$ cat src/hdl/char_cell_box_draw_engine_assert.svh
// Assertion macros shared by the character-cell box draw engine RTL.
// Depends on nothing; included by the files that check their own logic.
`ifndef CHAR_CELL_BOX_DRAW_ENGINE_ASSERT_SVH
`define CHAR_CELL_BOX_DRAW_ENGINE_ASSERT_SVH

// The consequent must hold in the same cycle as the antecedent.
`define CBD_ASSERT_SAME(label, clk, rst, ante, cons, msg) \
  label: assert property (@(posedge clk) disable iff (rst) (ante) |-> (cons)) \
    else $error(msg);

// The consequent must hold in the cycle after the antecedent.
`define CBD_ASSERT_NEXT(label, clk, rst, ante, cons, msg) \
  label: assert property (@(posedge clk) disable iff (rst) (ante) |=> (cons)) \
    else $error(msg);

`endif

$ cat src/hdl/cbd_pkg.sv
// Types, constants and the box character table of the box draw engine.
// No dependencies; imported by cbd_clip and char_cell_box_draw_engine.
package cbd_pkg;

  localparam int ACT_W      = 2;
  localparam int FIELD_W    = 11;
  localparam int GEO_W      = FIELD_W + 2;
  localparam int KIND_W     = 8;
  localparam int SET_W      = 2;
  localparam int STYLE_W    = 32;
  localparam int CP_W       = 21;
  localparam int COLS_REG_W = 8;
  localparam int ROWS_REG_W = 7;
  localparam int APB_ADDR_W = 3;
  localparam int APB_DATA_W = 32;

  localparam logic [COLS_REG_W-1:0] COLS_RESET = 8'd80;
  localparam logic [ROWS_REG_W-1:0] ROWS_RESET = 7'd24;
  localparam logic [CP_W-1:0]       SPACE_CP   = 21'h000020;

  typedef enum logic [ACT_W-1:0] {
    ACT_DRAW  = 2'd0,
    ACT_READ  = 2'd1,
    ACT_CLEAR = 2'd2
  } action_t;

  typedef enum logic {
    REG_COLUMNS = 1'b0,
    REG_ROWS    = 1'b1
  } reg_index_t;

  typedef enum logic [2:0] {
    ST_IDLE,
    ST_CLIP,
    ST_PLAN,
    ST_BASE,
    ST_WALK,
    ST_READ,
    ST_DONE
  } state_t;

  typedef enum logic [1:0] {
    WM_INIT,
    WM_FILL,
    WM_BORDER,
    WM_CLEAR
  } walk_mode_t;

  typedef enum logic [SET_W-1:0] {
    SET_LIGHT  = 2'd0,
    SET_HEAVY  = 2'd1,
    SET_DASHED = 2'd2,
    SET_ROUND  = 2'd3
  } box_set_t;

  typedef enum logic [2:0] {
    PART_HORZ,
    PART_VERT,
    PART_TL,
    PART_TR,
    PART_BL,
    PART_BR
  } part_t;

  // Clipped geometry of one command. The low bounds fx0 and fy0 are non-negative.
  typedef struct packed {
    logic [GEO_W-1:0] fx0;
    logic [GEO_W-1:0] fx_hi;
    logic [GEO_W-1:0] fy0;
    logic [GEO_W-1:0] fy_hi;
    logic [GEO_W-1:0] bx_hi;
    logic [GEO_W-1:0] by_hi;
    logic             area_ok;
    logic             border_ok;
    logic             read_ok;
  } clip_t;

  function automatic logic [CP_W-1:0] box_char(input box_set_t set, input part_t part);
    logic [CP_W-1:0] horz, vert, tl, tr, bl, br;
    horz = 21'h002500;
    vert = 21'h002502;
    tl   = 21'h00250C;
    tr   = 21'h002510;
    bl   = 21'h002514;
    br   = 21'h002518;
    case (set)
      SET_HEAVY: begin
        horz = 21'h002550;
        vert = 21'h002551;
        tl   = 21'h002554;
        tr   = 21'h002557;
        bl   = 21'h00255A;
        br   = 21'h00255D;
      end
      SET_DASHED: begin
        horz = 21'h002504;
        vert = 21'h002506;
      end
      SET_ROUND: begin
        tl = 21'h00256D;
        tr = 21'h00256E;
        bl = 21'h002570;
        br = 21'h00256F;
      end
      default: begin
      end
    endcase
    case (part)
      PART_HORZ: box_char = horz;
      PART_VERT: box_char = vert;
      PART_TL:   box_char = tl;
      PART_TR:   box_char = tr;
      PART_BL:   box_char = bl;
      default:   box_char = br;
    endcase
  endfunction

endpackage

$ cat src/hdl/cbd_clip.sv
// Clips a signed command rectangle to the canvas and checks border and read range.
// Depends on cbd_pkg; instantiated by char_cell_box_draw_engine.
module cbd_clip (
  input  logic signed [cbd_pkg::FIELD_W-1:0] rect_x,
  input  logic signed [cbd_pkg::FIELD_W-1:0] rect_y,
  input  logic        [cbd_pkg::FIELD_W-1:0] rect_w,
  input  logic        [cbd_pkg::FIELD_W-1:0] rect_h,
  input  logic                               border_enable,
  input  logic        [cbd_pkg::GEO_W-1:0]   cols,
  input  logic        [cbd_pkg::GEO_W-1:0]   rows,
  output cbd_pkg::clip_t                     clip
);
  import cbd_pkg::*;

  logic signed [GEO_W-1:0] xs, ys, ws, hs, cs, rs, xe, ye, x0, x1, y0, y1;

  function automatic logic signed [GEO_W-1:0] clamp_geo(input logic signed [GEO_W-1:0] v,
                                                         input logic signed [GEO_W-1:0] hi);
    logic signed [GEO_W-1:0] r;
    r = v;
    if (v[GEO_W-1]) begin
      r = '0;
    end else if (v > hi) begin
      r = hi;
    end
    return r;
  endfunction

  always_comb begin
    xs = GEO_W'(rect_x);
    ys = GEO_W'(rect_y);
    ws = $signed(GEO_W'(rect_w));
    hs = $signed(GEO_W'(rect_h));
    cs = $signed(cols);
    rs = $signed(rows);
    xe = xs + ws;
    ye = ys + hs;
    x0 = clamp_geo(xs, cs);
    x1 = clamp_geo(xe, cs);
    y0 = clamp_geo(ys, rs);
    y1 = clamp_geo(ye, rs);

    clip.fx0     = $unsigned(x0);
    clip.fx_hi   = $unsigned(x1 - GEO_W'(1));
    clip.fy0     = $unsigned(y0);
    clip.fy_hi   = $unsigned(y1 - GEO_W'(1));
    clip.bx_hi   = $unsigned(xe - GEO_W'(1));
    clip.by_hi   = $unsigned(ye - GEO_W'(1));
    clip.area_ok = (x1 > x0) && (y1 > y0);
    // The border needs a box of at least two by two that lies wholly on the canvas.
    clip.border_ok = border_enable && (ws >= GEO_W'(2)) && (hs >= GEO_W'(2)) &&
                     !xs[GEO_W-1] && !ys[GEO_W-1] && (xe <= cs) && (ye <= rs) &&
                     clip.area_ok;
    clip.read_ok = !xs[GEO_W-1] && (xs < cs) && !ys[GEO_W-1] && (ys < rs);
  end

endmodule

$ cat config.mk
export PLATFORM = sky130hd
export DESIGN_NAME = cbd_clip
export DESIGN_NICKNAME = d
export VERILOG_FILES = /design/src/hdl/char_cell_box_draw_engine_assert.svh /design/src/hdl/cbd_pkg.sv /design/src/hdl/cbd_clip.sv
export SDC_FILE = /design/constraint.sdc
export NUM_CORES = 1
export LEC_CHECK = 0
export ABC_AREA = 0
export BUFFER_PORTS_ARGS = -buffer_cell sky130_fd_sc_hd__buf_2
export CORE_MARGIN = 3
export CORE_UTILIZATION = 40
export DETAILED_ROUTE_END_ITERATION = 7
export PLACE_DENSITY_LB_ADDON = 0.12
export SLEW_MARGIN = 20
export SYNTH_ARGS = -nofsm -noshare
export SYNTH_HDL_FRONTEND = slang
export SYNTH_SLANG_ARGS = --single-unit
$ cat constraint.sdc
create_clock -name vclk -period 35.1
set_input_delay 10.53 -clock vclk [all_inputs]
set_output_delay 10.53 -clock vclk [all_outputs]
set_load 0.01 [all_outputs]
==> flow_summary.toml, run 1 <==
[layout]
instances_no_fill = 1010
layout_common_cells = "152 x buf_2, 105 x ha_1, 80 x nor2_1"
multi_input_area_sq_um = 4640
num-fill-cells = 1309
area_delta_synth_final_pct = 17.6
layout.nets = 1022
register_area_sq_um = 0
seq_cell_count = 0
final_common_cell = "buf_2"
diodes = 0
drive_above_1_share_pct = 23.5
n_clock_buffer = 0

[grt]
gr-usage-all-layers_pct = 24.8
grt_max_degree = 34
grt_remaining_overflow = 0
antenna_found_initial = 0
grt_pass1_wl_um = 29000
grt_pass1_vias = 5689

[route]
wl_per_cell_um = 18.1
drc_errors = 0
viasPerCell = 5.69
drt_wl_total_um = 18300
firstDrtPassIters = 6
first_iter_violations = 308
antenna_left = 0
vias = 5742

[power_and_ir_drop]
p_seq_share_pct = 0
ir_worst_vdd_mv = 0.0154
switching_share_pct = 59.6
switchingPower_mw = 0.112
p_int_mw = 0.0761
powerDensity_nw_per_um2 = 31.7
static-leakage-power_nw = 3.13
power.share.clock_pct = 0
power_frac_comb_pct = 100.0

[synthesis]
synth_warnings = 0
syn-cell-area_sq_um = 5040
synth_top_cell_area_share_pct = 26.0
synthCells = 705
synth_nets = 883
synth.distinct_cells = 77
synth_top_cell_by_area = "ha_1"
synth.top_cells.by_area = "ha_1 26%, mux2i_1 7.5%, nor2_1 6.0%"
avgSynthCellArea_sq_um = 7.16
ys_seq_area_share_pct = 0

[floorplanning]
ios = 152
dieArea_sq_um = 14000
rows = 40
start_util_pct = 41.5
fp.dieH_um = 118
core-area_sq_um = 12200
die_x_um = 118

[clocking]
postCtsSetupBuffers = 0
cts.hold.buffers_added = 0
cts_resized = 0

[worst_setup_path]
critical_path_arrival_ps = 16880
critPathMaxFanout = 26
cp.required_ps = 24570
end_kind = "output pin"
crit_end = "clip[1]"
critPathLaunch = "rect_x[0]"
startpoint_type = "primary input"
crit_type = "primary input to output pin"

[min_path]
hold_path_class = "primary input to output pin"
min_from = "rows[12]"

[timing]
tns_ps = 0
worst_pin_slew_ps = 857
rsz0062_at_grt = "false"
drv_slew = 0
fmax_ghz = 0.0365
period_needed_ps = 27410
hold_viol = 0
setup_viol = 0
slew_headroom_pct = 42.8
period_share_pct = 78.1

[placed_design]
hpwl_um = 15700
place_congestion = 0.958
port_buffers = 152
dp_cells = 1010

[run]
max_cap_violations = 0

[run_status]
status = "complete, no violations"
-- cell families (layout without fill, tap and decap cells) --
| kind of cell | after synthesis | in the layout | synth area share [%] |
|---|---|---|---|
| xor gates and xnor gates | 55 | 55 | 9.70 |
| AOI/OAI and AO/OA | 154 | 154 | 22.0 |
| and+or+nand+nor | 253 | 253 | 25.7 |
| adders and majority gates | 107 | 107 | 26.8 |
| buffers and inverters | 98 | 235 | 8.16 |
| muxes | 38 | 38 | 7.54 |
-- synthesized netlist by cell type, drive strengths merged (4+ instances only) --
cell,number
nor3,27
clkbuf,11
nand4,13
ha,105
a211oi,14
o21a,14
nand3,17
or3,4
and3,4
inv,79
nand3b,4
or2,22
nor2,81
buf,8
or4,4
o211ai,5
nor4,8
xor2,20
xnor2,35
nor2b,12
nand2,36
a31oi,4
o21ai,32
a21oi,32
nand2b,4
mux2i,38
o22ai,4
a21o,12
-- metal layers --
layer	vias up	GRT usage [%]	part of all wire [%]
li1	2825	-	-
met2	205	46.9	51
met5	-	0	0
met1	2670	29.6	41
met4	0	8.06	3.4
met3	42	1.39	4.8
-- cell type report --
| cell class | count | area share (%) |
|---|---|---|
| Tap cell | 168 | 3.54 |
| Timing Repair Buffer | 156 | 13.3 |
| Inverter | 79 | 5.00 |
| Multi-Input combinational cell | 607 | 78.1 |
-- power groups by stage --
| stage | Clock [mW] | Combinational [mW] | Sequential (mW) |
|---|---|---|---|
| floorplan | 0 | 0.129 | 0 |
| global placement | 0 | 0.185 | 0 |
| detailed placement | 0 | 0.186 | 0 |
| CTS | 0 | 0.187 | 0 |
| global route | 0 | 0.208 | 0 |
| finish | 0 | 0.188 | 0 |
-- worst min-delay path by stage --
stage / endpoint / cells after the start
after floorplan: clip[52] / 2
after global placement: clip[54] / 4
after detailed placement: clip[54] / 4
after CTS: clip[54] / 4
after global routing: clip[54] / 4
final: clip[54] / 4
-- per-stage QoR --
stage               total power, mW  area (sq um)  setup WS, ps  hold WS [ps]  utilization [%]
CTS                           0.187          5930          7760         21380             48.8
global placement              0.185          5930          7840         21380             48.8
global route                  0.208          5930          7100         21440             48.8
detailed placement            0.186          5930          7750         21380             48.8
floorplan                     0.129          5040          8210         21180                -
finish                        0.188          5930          7690         21380             48.8
-- critical path: stages --
cell	delay, ps
buf_2	110
ha_1	200
inv_1	70
fa_1	200
nor2b_1	70
o31a_1	280
o2111ai_1	250
a21boi_1	180
or3_2	480
nand2_1	330
inv_1	330
ha_1	440
nor4b_1	360
nand3b_1	130
a221oi_1	400
nor2_2	120
buf_4	260
or4b_4	560
o211ai_2	140
ha_1	300
a211oi_1	300
o21ai_0	140
o311ai_0	140
a41oi_1	100
o32ai_1	190
nor4_1	100
buf_2	150
Note: power is estimated with default switching activity, not from simulation.
==> run 2, diff against run 1 <==
clock period = 23.6 ns   (was 35.1 ns; I/O delays follow)
==> run 2 against run 1 <==
Compared with the run above:
- final area did not move
- final cell count did not move
- die area did not move
- via count rose by 0.47%
- power rose by 49%
- worst hold slack got worse by 6900 ps
==> flow_summary.toml, run 2 (synthesis gave the netlist of run 1 again) <==
[clocking]
cts.hold.buffers_added = 0
cts_resized = 0
postCtsSetupBuffers = 0

[worst_setup_path]
critPathMaxFanout = 26
cp.required_ps = 16520
startpoint_type = "primary input"
crit_type = "primary input to output pin"
end_kind = "output pin"
critical_path_arrival_ps = 13420

[layout]
layout.nets = 1022
multi_input_area_sq_um = 4640
drive_above_1_share_pct = 23.5
seq_cell_count = 0
register_area_sq_um = 0
final_area_sq_um = 5930
num-fill-cells = 1280
area_delta_synth_final_pct = 17.6
final_common_cell = "buf_2"
n_clock_buffer = 0
diodes = 0
layout_common_cells = "152 x buf_2, 105 x ha_1, 80 x nor2_1"

[placed_design]
port_buffers = 152
post_dp_cell_area_sq_um = 5930
place_congestion = 0.958
hpwl_um = 15800

[timing]
tns_ps = 0
slew_headroom_pct = 44.0
hold_viol = 0
drv_slew = 0
rsz0062_at_grt = "false"
period_needed_ps = 20500
fmax_ghz = 0.0488
period_share_pct = 86.9
worst_pin_slew_ps = 839
setup_viol = 0

[floorplanning]
core-area_sq_um = 12200
start_util_pct = 41.5
die_x_um = 118
ios = 152
rows = 40
fp.dieH_um = 118
dieArea_sq_um = 14000

[grt]
grt_pass1_vias = 5745
grt_max_degree = 34
grt_remaining_overflow = 0
gr-usage-all-layers_pct = 25.0
antenna_found_initial = 0
grt_pass1_wl_um = 29400

[route]
drt_wl_total_um = 18400
drc_errors = 0
viasPerCell = 5.71
wl_per_cell_um = 18.2
firstDrtPassIters = 5
vias = 5769
first_iter_violations = 310
antenna_left = 0

[power_and_ir_drop]
ir_worst_vdd_mv = 0.0239
static-leakage-power_nw = 3.13
powerDensity_nw_per_um2 = 47.3

[min_path]
min_from = "rows[12]"
min_to = "clip[54]"
hold_path_class = "primary input to output pin"
hold_path_depth = 4

[run_status]
status = "complete, no violations"

[run]
max_cap_violations = 0
-- run 2: cell counts in the layout (fill, tap and decap cells not counted) --
Identical to the previous run, type by type.
-- run 2: worst max-delay path by stage --
stage	from	end	slack (ps)	cells past startpoint
CTS	rect_y[0]	clip[1]	3160	29
floorplan	rect_y[0]	clip[1]	3610	28
global route	rect_x[0]	clip[1]	2430	27
global placement	rect_y[0]	clip[1]	3240	29
finish	rect_x[0]	clip[1]	3100	27
detailed placement	rect_y[0]	clip[1]	3190	29
-- run 2: metrics by stage --
| stage | setup WS, ps | power, mW | std cells | utilization (%) | hold slack, ps |
|---|---|---|---|---|---|
| 2_1_floorplan | 3610 | 0.191 | 705 | - | 14280 |
| 3_3_place_gp | 3240 | 0.275 | 1010 | 48.8 | 14480 |
| 3_5_place_dp | 3190 | 0.278 | 1010 | 48.8 | 14480 |
| 5_1_grt | 2430 | 0.310 | 1010 | 48.8 | 14520 |
| 4_1_cts | 3160 | 0.279 | 1010 | 48.8 | 14480 |
| 6_report | 3100 | 0.280 | 1010 | 48.8 | 14490 |
-- run 2: cell type report --
cell class                 count  share of cell area (%)
tap                          168                    3.54
timing repair buffer         156                    13.3
multi-input combinational    607                    78.1
inverter                      79                    5.00
-- run 2: critical path: stages --
cell and delay [ps]:
buf_2 120, ha_1 200, inv_1 70, fa_1 210
nor2b_1 70, o31a_1 280, o2111ai_1 270, a21boi_1 180
or3_2 480, nand2_1 320, inv_1 330, ha_1 450
nor4b_1 380, nand3b_1 110, a221oi_1 350, nor2_2 120
buf_4 260, or4b_4 560, o211ai_2 140, ha_1 300
a211oi_1 300, o21ai_0 150, o311ai_0 140, a41oi_1 100
o32ai_1 200, nor4_1 100, buf_2 150
-- run 2: routing by layer --
metal	global-route usage (%)	vias up	wire length, um
li1	-	2821	-
met1	29.3	2705	7590
met2	47.8	202	9380
met3	1.91	41	859
met4	7.33	0	598
met5	0	-	0
-- run 2: report_power, final --
part           internal [mW]  switching [mW]
clock                      0               0
combinational          0.113           0.167
sequential                 0               0
total                  0.113           0.167
==> run 3, diff against run 2 <==
==> constraint.sdc (replaced) <==
create_clock -name vclk -period 23.6
set_input_delay 7.08 -clock vclk [all_inputs]
set_output_delay 7.08 -clock vclk [all_outputs]
set_load 0.05 [all_outputs]
==> run 3 against run 2 <==
Compared with the run above:
- via count decreased by 1.1%
- final area unchanged
- sequential cell count unchanged
- final cell count unchanged
- power increased by 35%
==> flow_summary.toml, run 3 (synthesis gave the netlist of run 1 again) <==
[run_status]
status = "complete, no violations"

[route]
viasPerCell = 5.65
drt_wl_total_um = 18300
antenna_left = 0
wl_per_cell_um = 18.1
vias = 5705
first_iter_violations = 257
firstDrtPassIters = 5
drc_errors = 0

[placed_design]
post_dp_cell_area_sq_um = 5930
port_buffers = 152
place_congestion = 0.939
hpwl_um = 15800
dp_cells = 1010

[layout]
n_clock_buffer = 0
drive_above_1_share_pct = 23.5
seq_cell_count = 0
final_area_sq_um = 5930
area_delta_synth_final_pct = 17.6
layout.nets = 1022
register_area_sq_um = 0
final_common_cell = "buf_2"
instances_no_fill = 1010
diodes = 0
layout_common_cells = "152 x buf_2, 105 x ha_1, 80 x nor2_1"

[worst_setup_path]
max_stage_delay_ps = 480
startpoint_type = "primary input"
crit_type = "primary input to output pin"
cp.required_ps = 16520
end_kind = "output pin"
path_common_cell = "o21a_1"
cpMaxStageDelayCell = "or3_2"
critPathMaxFanout = 30
critical_path_arrival_ps = 13600

[floorplanning]
die_x_um = 118
start_util_pct = 41.5
dieArea_sq_um = 14000
ios = 152
core-area_sq_um = 12200
fp.dieH_um = 118
rows = 40

[grt]
grtUsageMet1_pct = 28.2
grt_max_degree = 34
busiest_layer = "met2"
antenna_found_initial = 0
grt_remaining_overflow = 0
grt_pass1_vias = 5793
grt_pass1_wl_um = 28900
gr-usage-all-layers_pct = 24.7
use_met2_pct = 48.1
grtUsageMet3_pct = 1.87

[timing]
worst_pin_slew_ps = 823
rsz0062_at_grt = "false"
slew_headroom_pct = 44.7
drv_slew = 0
period_share_pct = 87.6
setup_viol = 0
tns_ps = 0
period_needed_ps = 20680
hold_viol = 0
fmax_ghz = 0.0484

[min_path]
hold_path_class = "primary input to output pin"

[power_and_ir_drop]
powerDensity_nw_per_um2 = 63.9
ir_worst_vdd_mv = 0.0417
static-leakage-power_nw = 3.13

[clocking]
postCtsSetupBuffers = 0
cts_resized = 0
cts.hold.buffers_added = 0

[run]
max_cap_violations = 0
==> run 3: report_power, final <==
part | switching [mW] | internal [mW]
logic | 0.265 | 0.114
clock network | 0 | 0
registers | 0 | 0
total | 0.265 | 0.114
==> run 3: path summary, 6_finish.rpt <==
kind,endpoint,depth (start not counted),startpoint,slack [ps]
worst max-delay path,clip[1],29,rect_x[0],2920
worst min-delay path,clip[54],4,rows[12],14590
==> run 3: final cells by class <==
| type | instances | area, sq um |
|---|---|---|
| fill | 1303 | 6230 |
| multi-input combinational | 607 | 4640 |
| inverter | 79 | 297 |
| tap | 168 | 210 |
| timing repair buffer | 156 | 791 |
==> run 3: layer usage <==
layer,vias up,part of all wire (%)
met3,38,4.7
met1,2650,41
li1,2832,-
met4,0,3.6
met2,185,51
met5,-,0
==> run 3: metrics by stage <==
step / setup WS, ps / power (mW) / util, % / hold WS [ps]
after floorplan: 2520 / 0.289 / - / 14410
after global placement: 3280 / 0.374 / 48.8 / 14580
after detailed placement: 3060 / 0.376 / 48.8 / 14590
after CTS: 3050 / 0.378 / 48.8 / 14590
after global routing: 2510 / 0.408 / 48.8 / 14600
final: 2920 / 0.379 / 48.8 / 14590
==> run 3: critical path, delay by kind of cell <==
family | cells | cell delay (ps)
AO/OA/AOI/OAI | 12 | 2610
adder cells (fa/ha/maj) | 4 | 1170
buffers and inverters | 5 | 980
AND/OR/NAND/NOR | 7 | 1550
multiplexers | 1 | 190
